## src/hw/rtl/tfp_pkg.sv

```systemverilog
`default_nettype none
package tfp_pkg;

	localparam int NUM_LABELS = 20;
	localparam int TEXT_BITS = 64;
	localparam int NUM_BITS = 33;
	localparam int FIFO_DEPTH = 2;

	localparam logic [4:0] CODE_PID      = 5'd0;
	localparam logic [4:0] CODE_OR       = 5'd9;
	localparam logic [4:0] CODE_CHECKSUM = 5'd19;
	localparam logic [4:0] CODE_UNKNOWN  = 5'd20;

	localparam logic [7:0] CH_TAB   = 8'h09;
	localparam logic [7:0] CH_NL    = 8'h0A;
	localparam logic [7:0] CH_VT    = 8'h0B;
	localparam logic [7:0] CH_FF    = 8'h0C;
	localparam logic [7:0] CH_CR    = 8'h0D;
	localparam logic [7:0] CH_SPACE = 8'h20;
	localparam logic [7:0] CH_PLUS  = 8'h2B;
	localparam logic [7:0] CH_MINUS = 8'h2D;
	localparam logic [7:0] CH_0     = 8'h30;
	localparam logic [7:0] CH_9     = 8'h39;
	localparam logic [7:0] CH_UA    = 8'h41;
	localparam logic [7:0] CH_UF    = 8'h46;
	localparam logic [7:0] CH_UX    = 8'h58;
	localparam logic [7:0] CH_LA    = 8'h61;
	localparam logic [7:0] CH_LF    = 8'h66;
	localparam logic [7:0] CH_LX    = 8'h78;

	localparam logic [32:0] NUM_CAP = 33'h1_0000_0000;

	typedef enum logic [1:0] {
		PH_WAIT,
		PH_LABEL,
		PH_VALUE,
		PH_CKBYTE
	} phase_t;

	typedef enum logic [1:0] {
		KIND_NONE,
		KIND_SIGNED,
		KIND_UNSIGNED
	} kind_t;

	typedef struct packed {
		logic [4:0]           code;
		logic [NUM_BITS-1:0]  accum;
		logic                 neg;
		logic [TEXT_BITS-1:0] text;
		logic [3:0]           len;
		logic                 sum_ok;
	} rec_t;

	localparam logic [63:0] LABEL_NAME [NUM_LABELS] = '{
		64'("PID"), 64'("FW"), 64'("SER#"), 64'("V"), 64'("I"), 64'("VPV"), 64'("PPV"),
		64'("CS"), 64'("MPPT"), 64'("OR"), 64'("ERR"), 64'("LOAD"), 64'("IL"),
		64'("H19"), 64'("H20"), 64'("H21"), 64'("H22"), 64'("H23"), 64'("HSDS"),
		64'("Checksum")
	};

	localparam logic [4:0] LABEL_LEN [NUM_LABELS] = '{
		5'd3, 5'd2, 5'd4, 5'd1, 5'd1, 5'd3, 5'd3, 5'd2, 5'd4, 5'd2,
		5'd3, 5'd4, 5'd2, 5'd3, 5'd3, 5'd3, 5'd3, 5'd3, 5'd4, 5'd8
	};

	function automatic logic [4:0] match_label(input logic [63:0] lbl, input logic [4:0] cnt);
		logic [4:0] code;
		logic       eq;
		int         len;
		code = CODE_UNKNOWN;
		for (int k = NUM_LABELS - 1; k >= 0; k--) begin
			len = int'(LABEL_LEN[k]);
			eq = (cnt == LABEL_LEN[k]);
			for (int i = 0; i < 8; i++) begin
				if (i < len && lbl[8*i +: 8] != LABEL_NAME[k][8*(len-1-i) +: 8]) begin
					eq = 1'b0;
				end
			end
			if (eq) begin
				code = 5'(k);
			end
		end
		return code;
	endfunction

	function automatic kind_t kind_of(input logic [4:0] code);
		kind_t kind;
		case (code)
			5'd3, 5'd4, 5'd5, 5'd6, 5'd12: kind = KIND_SIGNED;
			5'd0, 5'd1, 5'd7, 5'd8, 5'd9, 5'd10,
			5'd13, 5'd14, 5'd15, 5'd16, 5'd17, 5'd18: kind = KIND_UNSIGNED;
			default: kind = KIND_NONE;
		endcase
		return kind;
	endfunction

	function automatic logic [31:0] width_mask(input logic [4:0] code);
		logic [31:0] m;
		case (code)
			5'd0, 5'd1: m = 32'h0000_FFFF;
			5'd7, 5'd8, 5'd10: m = 32'h0000_00FF;
			default: m = 32'hFFFF_FFFF;
		endcase
		return m;
	endfunction

endpackage
`default_nettype wire

```

## src/hw/rtl/tfp_front.sv

```systemverilog
`default_nettype none
module tfp_front #(
	parameter int LABEL_CHARS = 8,
	parameter int TEXT_CHARS = 8
) (
	input  wire logic        clk,
	input  wire logic        arst_n,
	input  wire logic        in_valid,
	output logic             in_ready,
	input  wire logic [7:0]  rx_byte,
	input  wire logic        last_byte,
	input  wire logic        q_full,
	output logic             q_push,
	output tfp_pkg::rec_t    q_rec
);

	localparam int LCW = $clog2(LABEL_CHARS + 1);

	tfp_pkg::phase_t            phase_q, phase_d;
	logic [LABEL_CHARS*8-1:0]   label_q, label_d;
	logic [LCW-1:0]             lcount_q, lcount_d;
	logic [4:0]                 code_q, code_d;
	logic [32:0]                accum_q, accum_d;
	logic                       neg_q, neg_d;
	logic                       hex_q, hex_d;
	logic                       done_q, done_d;
	logic [1:0]                 stage_q, stage_d;
	logic                       lone_q, lone_d;
	logic [TEXT_CHARS*8-1:0]    text_q, text_d;
	logic [3:0]                 tlen_q, tlen_d;
	logic [7:0]                 sum_q, sum_d;

	logic       accept;
	logic [7:0] c;
	logic [4:0] match;
	logic       is_dig;
	logic [3:0] dval;
	logic [37:0] prod;
	logic [37:0] nxt;
	logic       emit;
	logic       clear_val;

	assign c = rx_byte;
	assign in_ready = !q_full;
	assign accept = in_valid && in_ready;

	always_comb begin
		is_dig = 1'b0;
		dval = 4'd0;
		if (c >= tfp_pkg::CH_0 && c <= tfp_pkg::CH_9) begin
			is_dig = 1'b1;
			dval = 4'(c - tfp_pkg::CH_0);
		end else if (hex_q && c >= tfp_pkg::CH_LA && c <= tfp_pkg::CH_LF) begin
			is_dig = 1'b1;
			dval = 4'(c - tfp_pkg::CH_LA + 8'd10);
		end else if (hex_q && c >= tfp_pkg::CH_UA && c <= tfp_pkg::CH_UF) begin
			is_dig = 1'b1;
			dval = 4'(c - tfp_pkg::CH_UA + 8'd10);
		end
		prod = hex_q ? {1'b0, accum_q, 4'b0} : ({2'b0, accum_q, 3'b0} + {4'b0, accum_q, 1'b0});
		nxt = prod + 38'(dval);
	end

	always_comb begin
		phase_d = phase_q;
		label_d = label_q;
		lcount_d = lcount_q;
		code_d = code_q;
		accum_d = accum_q;
		neg_d = neg_q;
		hex_d = hex_q;
		done_d = done_q;
		stage_d = stage_q;
		lone_d = lone_q;
		text_d = text_q;
		tlen_d = tlen_q;
		sum_d = sum_q + c;
		clear_val = 1'b0;
		emit = 1'b0;
		q_rec = '0;

		case (phase_q)
			tfp_pkg::PH_WAIT: begin
				if (c == tfp_pkg::CH_NL) begin
					phase_d = tfp_pkg::PH_LABEL;
					label_d = '0;
					lcount_d = '0;
					code_d = '0;
					clear_val = 1'b1;
				end
			end
			tfp_pkg::PH_LABEL: begin
				if (c == tfp_pkg::CH_TAB || c == tfp_pkg::CH_CR) begin
					clear_val = 1'b1;
				end else if (lcount_q < LCW'(LABEL_CHARS)) begin
					for (int i = 0; i < LABEL_CHARS; i++) begin
						if (lcount_q == LCW'(i)) begin
							label_d[8*i +: 8] = c;
						end
					end
					lcount_d = lcount_q + 1'b1;
				end
			end
			tfp_pkg::PH_VALUE: begin
				if (c == tfp_pkg::CH_TAB) begin
					clear_val = 1'b1;
				end else if (c != tfp_pkg::CH_CR) begin
					if (tlen_q < 4'(TEXT_CHARS)) begin
						for (int i = 0; i < TEXT_CHARS; i++) begin
							if (tlen_q == 4'(i)) begin
								text_d[8*i +: 8] = c;
							end
						end
						tlen_d = tlen_q + 4'd1;
					end
					if (!done_q) begin
						if (stage_q == 2'd0 && (c == tfp_pkg::CH_SPACE || c == tfp_pkg::CH_NL
								|| c == tfp_pkg::CH_VT || c == tfp_pkg::CH_FF)) begin
							stage_d = stage_q;
						end else if (stage_q == 2'd0 && (c == tfp_pkg::CH_PLUS
								|| c == tfp_pkg::CH_MINUS)) begin
							neg_d = (c == tfp_pkg::CH_MINUS);
							stage_d = 2'd1;
						end else if (stage_q == 2'd2 && lone_q && (c == tfp_pkg::CH_LX
								|| c == tfp_pkg::CH_UX)) begin
							hex_d = 1'b1;
							lone_d = 1'b0;
						end else if (!is_dig) begin
							done_d = 1'b1;
						end else begin
							lone_d = (stage_q != 2'd2) && (c == tfp_pkg::CH_0) && !hex_q
								&& (code_q == tfp_pkg::CODE_PID || code_q == tfp_pkg::CODE_OR);
							stage_d = 2'd2;
							accum_d = (nxt > 38'hFFFF_FFFF) ? tfp_pkg::NUM_CAP : nxt[32:0];
						end
					end
				end
			end
			default: begin
			end
		endcase

		if (clear_val) begin
			accum_d = '0;
			neg_d = 1'b0;
			hex_d = 1'b0;
			done_d = 1'b0;
			stage_d = 2'd0;
			lone_d = 1'b0;
			text_d = '0;
			tlen_d = '0;
		end

		match = tfp_pkg::match_label(label_d[63:0], 5'(lcount_d));

		if (phase_q == tfp_pkg::PH_LABEL && c == tfp_pkg::CH_TAB) begin
			code_d = match;
			phase_d = (match == tfp_pkg::CODE_CHECKSUM) ? tfp_pkg::PH_CKBYTE : tfp_pkg::PH_VALUE;
		end else if (phase_q == tfp_pkg::PH_LABEL && c == tfp_pkg::CH_CR) begin
			code_d = match;
			phase_d = tfp_pkg::PH_WAIT;
		end else if (phase_q == tfp_pkg::PH_VALUE && c == tfp_pkg::CH_CR) begin
			phase_d = tfp_pkg::PH_WAIT;
		end

		q_rec.accum = accum_d;
		q_rec.neg = neg_d;
		q_rec.text = tfp_pkg::TEXT_BITS'(text_d);
		q_rec.len = tlen_d;
		q_rec.sum_ok = (sum_d == 8'd0);
		q_rec.code = (phase_q == tfp_pkg::PH_VALUE) ? code_q : match;

		if (phase_q == tfp_pkg::PH_CKBYTE) begin
			emit = 1'b1;
			q_rec.code = tfp_pkg::CODE_CHECKSUM;
			q_rec.accum = 33'(c);
			q_rec.neg = 1'b0;
			q_rec.text = tfp_pkg::TEXT_BITS'(c);
			q_rec.len = 4'd1;
			phase_d = tfp_pkg::PH_WAIT;
		end else if ((phase_q == tfp_pkg::PH_LABEL || phase_q == tfp_pkg::PH_VALUE)
				&& (c == tfp_pkg::CH_CR || last_byte)) begin
			emit = 1'b1;
		end else if (phase_q == tfp_pkg::PH_WAIT && c == tfp_pkg::CH_NL && last_byte) begin
			emit = 1'b1;
		end

		if (emit && q_rec.code == tfp_pkg::CODE_CHECKSUM) begin
			sum_d = '0;
		end

		if (last_byte) begin
			phase_d = tfp_pkg::PH_WAIT;
			label_d = '0;
			lcount_d = '0;
			code_d = '0;
			accum_d = '0;
			neg_d = 1'b0;
			hex_d = 1'b0;
			done_d = 1'b0;
			stage_d = 2'd0;
			lone_d = 1'b0;
			text_d = '0;
			tlen_d = '0;
			sum_d = '0;
		end

		q_push = accept && emit;
	end

	always_ff @(posedge clk or negedge arst_n) begin
		if (!arst_n) begin
			phase_q <= tfp_pkg::PH_WAIT;
			label_q <= '0;
			lcount_q <= '0;
			code_q <= '0;
			accum_q <= '0;
			neg_q <= 1'b0;
			hex_q <= 1'b0;
			done_q <= 1'b0;
			stage_q <= 2'd0;
			lone_q <= 1'b0;
			text_q <= '0;
			tlen_q <= '0;
			sum_q <= '0;
		end else if (accept) begin
			phase_q <= phase_d;
			label_q <= label_d;
			lcount_q <= lcount_d;
			code_q <= code_d;
			accum_q <= accum_d;
			neg_q <= neg_d;
			hex_q <= hex_d;
			done_q <= done_d;
			stage_q <= stage_d;
			lone_q <= lone_d;
			text_q <= text_d;
			tlen_q <= tlen_d;
			sum_q <= sum_d;
		end
	end

	a_accum_cap: assert property (@(posedge clk) disable iff (!arst_n)
		accum_q <= tfp_pkg::NUM_CAP)
		else $error("accumulator beyond saturation value");
	a_label_len: assert property (@(posedge clk) disable iff (!arst_n)
		lcount_q <= LCW'(LABEL_CHARS))
		else $error("label count out of range");
	a_text_len: assert property (@(posedge clk) disable iff (!arst_n)
		tlen_q <= 4'(TEXT_CHARS))
		else $error("text length out of range");

endmodule
`default_nettype wire

```

## src/hw/rtl/tfp_fifo.sv

```systemverilog
`default_nettype none
module tfp_fifo (
	input  wire logic          clk,
	input  wire logic          arst_n,
	input  wire logic          push,
	input  tfp_pkg::rec_t      wr_rec,
	output logic               full,
	input  wire logic          pop,
	output logic               not_empty,
	output tfp_pkg::rec_t      rd_rec
);

	tfp_pkg::rec_t mem_q [tfp_pkg::FIFO_DEPTH];
	logic       wptr_q;
	logic       rptr_q;
	logic [1:0] count_q;

	assign full = (count_q == 2'(tfp_pkg::FIFO_DEPTH));
	assign not_empty = (count_q != 2'd0);
	assign rd_rec = mem_q[rptr_q];

	always_ff @(posedge clk) begin
		if (push) begin
			mem_q[wptr_q] <= wr_rec;
		end
	end

	always_ff @(posedge clk or negedge arst_n) begin
		if (!arst_n) begin
			wptr_q <= 1'b0;
			rptr_q <= 1'b0;
			count_q <= 2'd0;
		end else begin
			if (push) begin
				wptr_q <= !wptr_q;
			end
			if (pop) begin
				rptr_q <= !rptr_q;
			end
			count_q <= count_q + 2'(push) - 2'(pop);
		end
	end

	a_no_overrun: assert property (@(posedge clk) disable iff (!arst_n) !(push && full))
		else $error("push into full queue");
	a_no_underrun: assert property (@(posedge clk) disable iff (!arst_n) !(pop && !not_empty))
		else $error("pop from empty queue");
	a_ptr_count: assert property (@(posedge clk) disable iff (!arst_n)
		(count_q == 2'd1) == (wptr_q != rptr_q))
		else $error("queue pointers disagree with count");

endmodule
`default_nettype wire

```

## src/hw/rtl/tfp_back.sv

```systemverilog
`default_nettype none
module tfp_back (
	input  wire logic               clk,
	input  wire logic               arst_n,
	input  wire logic               q_not_empty,
	input  tfp_pkg::rec_t           q_rec,
	output logic                    q_pop,
	output logic                    out_valid,
	input  wire logic               out_ready,
	output logic [4:0]              field_code,
	output logic signed [32:0]      number_value,
	output logic [63:0]             text_chars,
	output logic [3:0]              text_count,
	output logic                    sum_ok,
	output logic                    number_overflow
);

	logic        valid_q;
	logic [4:0]  code_q;
	logic [32:0] num_q;
	logic [63:0] text_q;
	logic [3:0]  cnt_q;
	logic        sum_ok_q;
	logic        ovf_q;

	logic [32:0] num_d;
	logic        ovf_d;
	logic [32:0] mag;
	logic [31:0] uval;
	tfp_pkg::kind_t kind;

	assign q_pop = q_not_empty && (!valid_q || out_ready);

	always_comb begin
		kind = tfp_pkg::kind_of(q_rec.code);
		mag = q_rec.accum;
		num_d = '0;
		ovf_d = 1'b0;
		uval = '0;
		if (q_rec.code == tfp_pkg::CODE_CHECKSUM) begin
			num_d = q_rec.accum;
		end else begin
			case (kind)
				tfp_pkg::KIND_SIGNED: begin
					if (q_rec.neg) begin
						if (mag > 33'h0_8000_0000) begin
							mag = 33'h0_8000_0000;
							ovf_d = 1'b1;
						end
						num_d = 33'd0 - mag;
					end else begin
						if (mag > 33'h0_7FFF_FFFF) begin
							mag = 33'h0_7FFF_FFFF;
							ovf_d = 1'b1;
						end
						num_d = mag;
					end
				end
				tfp_pkg::KIND_UNSIGNED: begin
					if (mag > 33'h0_FFFF_FFFF) begin
						uval = 32'hFFFF_FFFF;
						ovf_d = 1'b1;
					end else begin
						uval = q_rec.neg ? (32'd0 - mag[31:0]) : mag[31:0];
					end
					num_d = {1'b0, uval & tfp_pkg::width_mask(q_rec.code)};
				end
				default: begin
					num_d = '0;
				end
			endcase
		end
	end

	always_ff @(posedge clk or negedge arst_n) begin
		if (!arst_n) begin
			valid_q <= 1'b0;
		end else if (q_pop) begin
			valid_q <= 1'b1;
		end else if (out_ready) begin
			valid_q <= 1'b0;
		end
	end

	always_ff @(posedge clk) begin
		if (q_pop) begin
			code_q <= q_rec.code;
			num_q <= num_d;
			text_q <= q_rec.text;
			cnt_q <= q_rec.len;
			sum_ok_q <= (q_rec.code == tfp_pkg::CODE_CHECKSUM) && q_rec.sum_ok;
			ovf_q <= ovf_d;
		end
	end

	assign out_valid = valid_q;
	assign field_code = code_q;
	assign number_value = num_q;
	assign text_chars = text_q;
	assign text_count = cnt_q;
	assign sum_ok = sum_ok_q;
	assign number_overflow = ovf_q;

	a_ovf_numeric: assert property (@(posedge clk) disable iff (!arst_n)
		(valid_q && ovf_q) |-> (code_q < tfp_pkg::CODE_CHECKSUM))
		else $error("overflow flagged on a non-numeric record");
	a_sum_checksum: assert property (@(posedge clk) disable iff (!arst_n)
		(valid_q && sum_ok_q) |-> (code_q == tfp_pkg::CODE_CHECKSUM))
		else $error("sum flag on a record other than checksum");
	a_out_hold: assert property (@(posedge clk) disable iff (!arst_n)
		(valid_q && !out_ready) |=> (valid_q && $stable(code_q) && $stable(num_q)))
		else $error("record changed while waiting for transfer");

endmodule
`default_nettype wire

```

## src/hw/rtl/text_frame_field_parser.sv

```systemverilog
// text telemetry line parser: takes one received byte per transfer and emits one record
// per finished line (label code, converted number, up to TEXT_CHARS text characters,
// checksum flag on the Checksum record). every byte is parsed in the cycle it is accepted,
// so the block takes one byte per clock while the queue is not full; a record leaves through
// a two-entry queue and then an output register. in_ready drops only while the queue is full
// because the consumer holds out_ready low.
`default_nettype none
module text_frame_field_parser #(
	parameter int LABEL_CHARS = 8,
	parameter int TEXT_CHARS = 8
) (
	input  wire logic               clk,
	input  wire logic               arst_n,
	input  wire logic               in_valid,
	output logic                    in_ready,
	input  wire logic [7:0]         rx_byte,
	input  wire logic               last_byte,
	output logic                    out_valid,
	input  wire logic               out_ready,
	output logic [4:0]              field_code,
	output logic signed [32:0]      number_value,
	output logic [63:0]             text_chars,
	output logic [3:0]              text_count,
	output logic                    sum_ok,
	output logic                    number_overflow
);

	tfp_pkg::rec_t push_rec;
	tfp_pkg::rec_t head_rec;
	logic          push;
	logic          full;
	logic          pop;
	logic          not_empty;

	tfp_front #(
		.LABEL_CHARS(LABEL_CHARS),
		.TEXT_CHARS(TEXT_CHARS)
	) u_front (
		.clk(clk),
		.arst_n(arst_n),
		.in_valid(in_valid),
		.in_ready(in_ready),
		.rx_byte(rx_byte),
		.last_byte(last_byte),
		.q_full(full),
		.q_push(push),
		.q_rec(push_rec)
	);

	tfp_fifo u_fifo (
		.clk(clk),
		.arst_n(arst_n),
		.push(push),
		.wr_rec(push_rec),
		.full(full),
		.pop(pop),
		.not_empty(not_empty),
		.rd_rec(head_rec)
	);

	tfp_back u_back (
		.clk(clk),
		.arst_n(arst_n),
		.q_not_empty(not_empty),
		.q_rec(head_rec),
		.q_pop(pop),
		.out_valid(out_valid),
		.out_ready(out_ready),
		.field_code(field_code),
		.number_value(number_value),
		.text_chars(text_chars),
		.text_count(text_count),
		.sum_ok(sum_ok),
		.number_overflow(number_overflow)
	);

endmodule
`default_nettype wire
```

## config.mk

```make
export PLATFORM = sky130hd
export DESIGN_NAME = text_frame_field_parser
export DESIGN_NICKNAME = d
export VERILOG_FILES = /design/src/hw/rtl/tfp_pkg.sv /design/src/hw/rtl/tfp_front.sv /design/src/hw/rtl/tfp_fifo.sv /design/src/hw/rtl/tfp_back.sv /design/src/hw/rtl/text_frame_field_parser.sv
export SDC_FILE = /design/constraint.sdc
export NUM_CORES = 1
export LEC_CHECK = 0
export BUFFER_PORTS_ARGS = -buffer_cell sky130_fd_sc_hd__clkbuf_2
export CAP_MARGIN = 10
export CORE_MARGIN = 3
export CORE_UTILIZATION = 40
export CTS_BUF_LIST = sky130_fd_sc_hd__clkbuf_2 sky130_fd_sc_hd__clkbuf_4 sky130_fd_sc_hd__clkbuf_8
export CTS_CLUSTER_DIAMETER = 50
export DETAILED_ROUTE_END_ITERATION = 10
export GPL_TIMING_DRIVEN = 0
export SLEW_MARGIN = 10
export SYNTH_ARGS = -nofsm -noshare
export SYNTH_HDL_FRONTEND = slang
export SYNTH_SLANG_ARGS = --single-unit
```

## constraint.sdc

```tcl
create_clock -name clk -period 7.9 [get_ports clk]
set_clock_uncertainty 0.05 [all_clocks]
set_input_delay 1.58 -clock clk [delete_from_list [all_inputs] [get_ports clk]]
set_output_delay 1.58 -clock clk [all_outputs]
set_load 0.01 [all_outputs]
```

==> metrics.md <==
| Metric | Value |
|---|---|
| RR Startpoint | `u_front.hex_q` |
| Clock Tree Root | `clkbuf_8` |
| First-pass GRT wire length | `between 150 and 200 mm` |
| Cell mode on critical path | `and3_1` |
| Clk pin slew, worst setup/hold paths | `roughly 60 ps` |
| Die width | `281.2 um` |
| Slew Limit Fails | `0` |
| Crit end category | `register` |
| Pwr dens | `~290 nW/um^2` |
| Unrepaired setup endpoints after global routing | `no` |
| Type of the most critical hold path | `reg2reg` |
| Dpl hpwl | `73.68 mm` |
| Worst skew pair latency | `roughly 740 ps` |
| Fillcell total | `7116` |
| Vias in the first global route | `24810` |
| First drt pass iteration count | `7` |
| Vias/cell | `between 6 and 7` |
| H-tree depth | `3` |
| Slowest stage delay, CP | `roughly 740 ps` |
| DR WL/cell | `23.58 um` |
| Crit path kind | `in2reg` |
| GRT Overall Usage | `0.2497` |
| Post-Syn Nets | `3094` |
| Area of the multi-input gates | `14600 um^2` |
| Core area | `about 75000 um^2` |
| Period minus WS final | `7501 ps` |
| Iteration-0 DRC Markers | `2770` |
| Required @ worst endpoint | `8260 ps` |
| Synthesis-to-finish area growth | `13.83%` |
| Largest net degree at the start of global routing | `91` |
| Syn avg cell area | `around 10 um^2` |
| Outcome | `finished clean` |
| Sequential Area | `14610 um^2` |
| Placed Area | `32540 um^2` |
| CTS tree | `built` |
| Post-Syn Area | `30290 um^2` |
| Worst EP arrival | `7860 ps` |
| Die area | `79050 um^2` |
| Hold path start | `u_front.text_q[61]` |
| Fmax | `133.3 MHz` |
| Critical Path Slowest Stage Cell | `clkbuf_1` |
| Antenna-violating nets left | `0` |
| Crit path capture | `u_fifo.mem_q[0][102]` |
| Max-cap violation count | `0` |
| Worst R2R Setup Slack | `approximately 1200 ps` |
| Count leader, synth | `nand2_1` |
| Initial Util | `0.4054` |
| Crit-path max FO | `11` |
| Worst VDD drop | `~0.13 mV` |
| Register area share after synthesis | `0.4824` |
| Vias | `about 26000` |
| Post-synth top area share | `0.3213` |
| Slew at the pin with the worst max-slew slack | `1291 ps` |
| Top Family by Delay on Critical Path | `buffers and inverters` |
| DRC | `0` |
| Antenna violations before repair | `1` |
| Library cells used by synthesis | `104` |
| Grt ovf | `0` |
| CTS Buffer Depth | `3` |
| # clock sinks | `519` |
| Final setup fails | `0` |
| Number of synthesized flops with an enable pin | `roughly 320` |
| R2r endpoint | `u_fifo.mem_q[0][102]` |
| Number of cells on the critical path | `26` |
| Buffers plus inverters on the worst setup path | `8` |
| Detailed Route WL | `101.3 mm` |
| Leakage | `13.09 nW` |
| Gate Count Post-Synth | `3012` |
| Post-CTS setup buffers | `0` |
| YS warnings | `0` |
| Post-synth top cells | `nand2_1 (350), edfxtp_1 (324), a21oi_1 (233)` |
| Fin area | `34470 um^2` |
| Ys flop type | `edfxtp_1` |
| CTS Buf Count | `92` |
| Dominant cells by area after synthesis | `edfxtp_1 (32%), dfrtp_1 (16%), nand2_1 (4.3%), a21oi_1 (3.9%), o21ai_0 (3.5%)` |
| Hold Buf Count CTS | `0` |
| Hold Fails Final Rpt | `0` |
| Synth async-reset ratio | `0.3757` |
| Port bufs | `122` |
| Final setup margin | `398.7 ps` |
| #FFs+latches synth | `519` |
| Final nets | `3327` |
| Layout cells sized above 1 | `0.1485` |
| Setup crit start | `rx_byte[1]` |
| Largest area contributor in the netlist | `edfxtp_1` |
| Slew HR | `0.1316` |
| I/O Pins | `~120` |
| Std cell rows | `100` |
| Place WS | `-415.8 ps` |
| CP startpoint kind | `input port` |
| Die Span Y | `281.2 um` |
| Global placement routability congestion | `1.043` |
| Post-CTS Resized | `0` |
| Period utilization | `0.9495` |
| Worst r2r path cells | `22` |
state kept, by name, indices dropped and copies added (netlist names):
signal                  count
u_fifo.mem_q              216
u_back.text_chars          64
u_front.label_q            64
u_front.text_q             64
u_back.number_value        33
u_front.accum_q            33
u_front.sum_q               8
u_back.field_code           5
u_front.code_q              5
u_back.text_count           4
u_front.lcount_q            4
u_front.tlen_q              4
u_fifo.count_q              2
u_front.phase_q             2
u_front.stage_q             2
u_back.number_overflow      1
u_back.out_valid            1
u_back.sum_ok               1
u_fifo.rptr_q               1
u_fifo.wptr_q               1
u_front.done_q              1
u_front.hex_q               1
u_front.lone_q              1
u_front.neg_q               1
layout make-up:
type	count	share of cell area
flip-flops and latches	519	0.4238
multi-input cells	2235	0.4236
clock buffers	133	0.04693
well taps	969	0.03517
repair buffers	139	0.02976
plain buffers	206	0.02660
clock inverters	36	0.008094
inverters	52	0.005662
diodes	6	0.0004355
report_power, final:
part	leakage, nW	internal [mW]	switching [mW]
Combinational	6.38	1.27	2.54
Clock	1.01	1.37	1.19
Sequential	5.70	3.45	0.244
Total	13.1	6.09	3.97
cells in the final DEF, fill, tap and decap left out, types with 22 or more instances in the layout:
cell type and n:
nand2_1 350, edfxtp_1 324, a21oi_1 232, o21ai_0 208, nor2_1 199, dfrtp_1 195
clkbuf_1 139, clkbuf_2 122, a32o_1 104, clkbuf_8 100, mux2_2 84, nor3_1 73
nand3_1 70, ha_1 66, mux2i_1 55, inv_1 50, xnor2_1 49, a22o_1 47
a22oi_1 41, and3_1 35, clkbuf_4 35, buf_2 34, a211oi_1 33, a21o_1 32
nand4_1 28, o22ai_1 28, nor3b_1 25, or3_1 24, nor4_1 24, xor2_1 24
and2_1 23, a31oi_1 22, o211ai_1 22
cell families (layout without fill, tap and decap cells):
family | count (synthesis) | after routing | synth area share
AO/OA/AOI/OAI | 988 | 988 | 0.2244
AND/OR/NAND/NOR | 965 | 965 | 0.1566
flip-flops | 519 | 519 | 0.4824
buffers and inverters | 258 | 566 | 0.03648
multiplexers | 139 | 139 | 0.04941
XOR/XNOR | 73 | 73 | 0.02111
adder cells (fa/ha/maj) | 70 | 70 | 0.02958
other | 0 | 6 | 0
metal layers:
metal  vias up  share of wire  GRT usage
met1     12930           0.44     0.3559
met3       221          0.079    0.04652
met5         -              0          0
met2      1253           0.44     0.3804
li1      12020              -          -
met4         0          0.034    0.08841
worst min path at each step:
stage / cells after the start / to / slack, ps
after CTS: 2 / u_front.neg_q / 440
after detailed placement: 2 / u_front.neg_q / 420
after floorplan: 2 / u_front.neg_q / 400
final: 1 / u_front.text_q[61] / 440
after global placement: 2 / u_front.neg_q / 420
after global routing: 1 / u_front.text_q[23] / 450
through the flow:
step                instances  hold WS (ps)  setup TNS (ps)  utilization  total power [mW]
global placement         4103         418.0        -1004380       0.4299             7.418
CTS                      4288         436.4               0       0.4610             10.03
finish                   4295         441.6               0       0.4615             10.06
floorplan                3012         397.8         -101740            -             6.093
detailed placement       4119         423.9          -22050       0.4356             7.446
global route             4294         451.5               0       0.4615             10.55
Power figures use the tool's default switching activity.
